[src/rtl/core/sks_pkg.sv]
// shared types and constants for the sorted key set
package sks_pkg;

   localparam int CapacityDefault = 64;
   localparam int KeyWidth        = 32;
   localparam int PosWidth        = 6;
   localparam int CountOutWidth   = 7;

   typedef enum logic [1:0] {
      FUNC_ADD    = 2'd0,
      FUNC_REMOVE = 2'd1,
      FUNC_EXIST  = 2'd2,
      FUNC_READ   = 2'd3
   } func_type;

   typedef enum logic [1:0] {
      STATUS_OK        = 2'd0,
      STATUS_NOT_FOUND = 2'd1,
      STATUS_FULL      = 2'd2
   } status_type;

   typedef enum logic [1:0] {
      ST_IDLE    = 2'd0,
      ST_COMPARE = 2'd1,
      ST_UPDATE  = 2'd2,
      ST_RESP    = 2'd3
   } state_type;

   typedef struct packed {
      logic load;
      logic compare;
      logic update;
   } cmd_type;

endpackage

[src/rtl/core/sks_ctrl.sv]
// sequencer for compare, update and response phases
module sks_ctrl (
   input  logic             clock,
   input  logic             reset,
   input  logic             req_valid,
   output logic             req_ready,
   output logic             rsp_valid,
   input  logic             rsp_ready,
   output sks_pkg::cmd_type cmd
);

   sks_pkg::state_type state_ff, state_in;

   always_ff @(posedge clock) begin
      if (reset) begin
         state_ff <= sks_pkg::ST_IDLE;
      end else begin
         state_ff <= state_in;
      end
   end

   always_comb begin
      state_in = state_ff;
      unique case (state_ff)
         sks_pkg::ST_IDLE: begin
            if (req_valid) state_in = sks_pkg::ST_COMPARE;
         end
         sks_pkg::ST_COMPARE: begin
            state_in = sks_pkg::ST_UPDATE;
         end
         sks_pkg::ST_UPDATE: begin
            state_in = sks_pkg::ST_RESP;
         end
         sks_pkg::ST_RESP: begin
            if (rsp_ready) state_in = sks_pkg::ST_IDLE;
         end
         default: begin
            state_in = sks_pkg::ST_IDLE;
         end
      endcase
   end

   always_comb begin
      req_ready   = (state_ff == sks_pkg::ST_IDLE);
      rsp_valid   = (state_ff == sks_pkg::ST_RESP);
      cmd.load    = (state_ff == sks_pkg::ST_IDLE) && req_valid;
      cmd.compare = (state_ff == sks_pkg::ST_COMPARE);
      cmd.update  = (state_ff == sks_pkg::ST_UPDATE);
   end

endmodule

[config.mk]
export PLATFORM = sky130hd
export DESIGN_NAME = sks_ctrl
export DESIGN_NICKNAME = d
export VERILOG_FILES = /design/src/rtl/core/sks_pkg.sv /design/src/rtl/core/sks_ctrl.sv
export SDC_FILE = /design/constraint.sdc
export NUM_CORES = 1
export LEC_CHECK = 0
export ABC_AREA = 1
export BUFFER_PORTS_ARGS = -buffer_cell sky130_fd_sc_hd__buf_2
export CAP_MARGIN = 40
export CORE_AREA = 2 2 39 41
export DETAILED_ROUTE_END_ITERATION = 16
export DIE_AREA = 0 0 41 43
export HOLD_SLACK_MARGIN = 0.05
export PLACE_DENSITY = 0.34
export SLEW_MARGIN = 40
export SYNTH_ARGS = -nofsm -noshare
export SYNTH_HDL_FRONTEND = slang
export SYNTH_SLANG_ARGS = --single-unit
[constraint.sdc]
create_clock -name clock -period 1 [get_ports clock]
set_input_delay 0.2 -clock clock [delete_from_list [all_inputs] [get_ports clock]]
set_output_delay 0.2 -clock clock [all_outputs]
set_load 0.02 [all_outputs]
Word-level counts from Yosys, hierarchy flattened. Index checks and enable logic that the tools add are counted. W data, S select, Z words.

Bits in writable memories: 0. Bits of input ports: 4. Register bits: 2. Output and inout bits: 5. Bits in latches: 0. Memories: 0. Logic and storage cells: 12. ROM bits: 0.

Div/mod/pow operators: 0. Multiply operators: 0. Mux-type cells: 3. Shifts and indexed selects: 0. Equality and inequality tests: 5. Add/subtract/negate cells: 0. Bitwise gates (word level): 0. Magnitude comparators: 0. Reductions and logical operators: 3.

Operators by type and width (count): $pmux W2 S4 (1); $eq A2 B2 Y1 const B (2); $mux W2 (2); $eq A2 B1 Y1 const B (1); $logic_not A2 Y1 (1); $ne A2 B1 Y1 const B (1); $ne A2 B2 Y1 const B (1); $reduce_and A2 Y1 (1); $logic_and A1 B1 Y1 (1).

Depth between registers and ports, before layout.
Depth in word-level cells: 3. Mapped depth: 6. Depth with buffers taken out: 6.

Worst setup path before layout. Ideal clock, no wire load.

Path kind: flip-flop to output port. Start point: reg state_ff[0]. End point: out cmd[2] (netlist name). Required time: 800 ps. Buffers on the path: 0. Arrival: 936 ps. Slack: -136 ps. Stages on the path, launching flop included: 5. Cells stage by stage: dfxtp_1 -> inv_1 -> ha_1 -> nand2_1 -> inv_1.

RTL lines: from (decl) (line sks_ctrl.sv:12) `sks_pkg::state_type state_ff, state_in;`; from (signal assigned) (line sks_ctrl.sv:16) `state_ff <= sks_pkg::ST_IDLE;`; from (signal assigned) (line sks_ctrl.sv:18) `state_ff <= state_in;`; to (decl) (line sks_ctrl.sv:9) `output sks_pkg::cmd_type cmd`.

==> flow_summary.ini <==
[cells_and_area]
multi_input_area_um2 = 162.7
reg.largest.list = state_ff x2
drive_above_1_share_pct = 74.36
nets = 49
syn2layout_area_growth_pct = 119.6
largest_reg_flops = 2
postLayoutCellArea_um2 = 379.1
fillerInstances = 158
register_area_um2 = 45.04
final_cell_count_no_fill = 55
regMostFlops = state_ff
antenna_cells = 0

[setup_path]
criticalPathCategory = reg2out
required_ns = 0.80
crit_top_cell = inv_2
crit_cells = 5
worstPathCellList = inv_2, ha_4, nand2_2, inv_2, buf_6
critical-path-max-stage-delay_ns = 0.35
arrival_ns = 0.99
endpoint = cmd[2]
start_kind = flop
timing.rr.start = state_ff[1]
slowest_stage = dfxtp_2
cp_max_fo = 3
crit_path_end_kind = primary output
rr_worst_depth = 6
worstSetupStartpoint = state_ff[0]
crit_buf_inv = 3
reg2reg_slack_ns = -0.06
reg2reg_to = state_ff[1]
cpLargestDelayFamily = flip-flops

[logic_synthesis]
synth_top_area_share_pct = 28.99
syn_nets = 33
ys_types = 8
synth_top_cell_by_area = ha_1
synth_area_per_cell_um2 = 6.907
synth.yosys.seq_area_share_pct = 23.19
ys_ff_latch = 2
synthCells = 25
synthTopCellsByArea = ha_1, dfxtp_1, inv_1
yosys_warnings = 0
syn-cell-area_um2 = 172.7

[floorplanning]
start_util_pct = 12.48
dieArea_um2 = 1763
die_h_um = 43
io_pins = 9
core-area_um2 = 1384
fp.dieW_um = 41
rows = 14

[grt]
globalRoute.totalOverflow = 0
grt_usage_pct = 6.006
grt_pass1_wl_um = 669
grt_max_degree = 5
grt_antenna_before_repair = 0
grt_pass1_vias = 191

[timing]
rsz0062_at_grt = true
min_period_ns = 1.191
min_period_over_period_pct = 119.1
hold_viol_final = 0
slew_viol_final = 0
setup_ws_ns = -0.1907
skew_ns = 0.00002917
timing.fmax_ghz = 0.8398
setup_viol = 7
worstMarginPinSlew_ns = 0.1192
maxSlewHeadroom_pct = 92.05
setup_tns_ns = -0.9297

[cts]
cts_htree_levels = 1
clockRootBuffer = clkbuf_4
clockBufferDepth = 2
cts_tree = done
path_clk_slew_ns = 0.03
clk_latency_ns = 0.22
cts-buffers-inserted = 3
clock_sinks = 2

[pwr]
leakage_nw = 0.1863
clkPwrFrac_pct = 15.0
swShare_pct = 42.35
powerDensity_nw_per_um2 = 3086
power_frac_seq_pct = 14.7
switchingPower_mw = 0.4955
p_comb_share_pct = 70.3
p_int_mw = 0.6744
peakVddDrop_mv = 0.9450

[placement]
dpl_cell_area_um2 = 290.3
gp_congestion = 0.6111
dp.cells = 51
place_ws_ns = -0.03306
hpwl_um = 337
io_buffers = 8

[drt]
drtIter0Drc = 1
first_pass_iters = 2
drt_wl_total_um = 412
via_per_inst = 3.545
avgRoutedWirePerCell_um = 7.491
num_vias = 195
ant_nets = 0
drt_drc_violations_left = 0

[status]
failed_checks = negative setup slack
status = finished, violations left

[min_path]
hp-class = in2reg

[job]
cap_violations = 0
==> cells in the mapped netlist <==
cell	number
nand2_2	1
nand2_1	5
dfxtp_1	2
nand3_2	1
nor2_1	3
inv_1	7
a21oi_1	2
ha_1	4
==> worst min-delay path by stage <==
stage                     slack, ns   from           to  cells past startpoint
after floorplan                0.35  reset  state_ff[1]                      3
after global placement         0.44  reset  state_ff[1]                      4
after detailed placement       0.45  reset  state_ff[1]                      4
after CTS                      0.21  reset  state_ff[1]                      4
after global routing           0.24  reset  state_ff[0]                      4
final                          0.22  reset  state_ff[1]                      4
==> cells in the final DEF (no fill, tap or decap) <==
master / netlist / routed
inv_1: 7 / 4
buf_2: 0 / 4
buf_6: 0 / 4
nand2_1: 5 / 3
ha_4: 0 / 3
clkbuf_4: 0 / 3
inv_2: 0 / 2
nand2_2: 1 / 2
nor2_1: 3 / 2
buf_4: 0 / 2
inv_4: 0 / 1
nand2_4: 0 / 1
a21oi_1: 2 / 1
nand3_2: 1 / 1
nor2_2: 0 / 1
a21oi_2: 0 / 1
ha_2: 0 / 1
buf_12: 0 / 1
dfxtp_2: 0 / 1
dfxtp_4: 0 / 1
==> layout make-up <==
| cell class | count | area share (%) |
|---|---|---|
| multi-input combinational | 16 | 42.90 |
| clock buffer | 3 | 5.941 |
| timing repair buffer | 11 | 26.40 |
| inverter | 7 | 7.591 |
| sequential | 2 | 11.88 |
| tap | 16 | 5.281 |
==> through the flow <==
stage	hold slack (ns)	total power, mW	utilization, %
after floorplan	0.3480	0.5998	-
after global placement	0.4440	0.7892	20.98
after detailed placement	0.4450	0.7955	20.98
after CTS	0.2075	1.141	26.04
after global routing	0.2352	1.264	27.40
final	0.2157	1.170	27.40
==> worst register-to-register path, stage by stage, from the launching register on <==
cell and delay, ns:
dfxtp_4 0.34, inv_4 0.08, ha_4 0.14, buf_4 0.12
nand2_4 0.06, a21oi_1 0.15, nor2_1 0.06
==> cell families after synthesis <==
family          count (synthesis)  share of synthesized area, %
flops                           2                         23.19
compound gates                  2                         5.797
buf+inv                         7                         15.22
fa+ha+maj                       4                         28.99
simple gates                   10                         26.81
==> per-layer routing <==
| metal | part of all wire, % | wire length, um | GRT usage [%] |
|---|---|---|---|
| met2 | 55 | 227 | 8.750 |
| met3 | 9.0 | 37 | 1.571 |
| met5 | 0 | 0 | 0 |
| met1 | 36 | 148 | 5.414 |
| met4 | 0 | 0 | 8.000 |
==> power groups by stage <==
| stage | clock [mW] | combinational (mW) | sequential, mW |
|---|---|---|---|
| 2_1_floorplan | 0 | 0.432 | 0.167 |
| 3_3_place_gp | 0 | 0.631 | 0.158 |
| 3_5_place_dp | 0 | 0.640 | 0.156 |
| 4_1_cts | 0.193 | 0.788 | 0.160 |
| 5_1_grt | 0.193 | 0.893 | 0.178 |
| 6_report | 0.176 | 0.822 | 0.172 |
==> what timing repair did <==
item | in CTS | in global routing
resized for setup | 13 | 6
pin swaps | 2 | 4
endpoints found under the setup margin | 7 | 7
hold endpoints to repair | 0 | 0
setup buffers | 1 | 0
hold buffers | 0 | 0
Note: power is estimated with default switching activity, not from simulation.
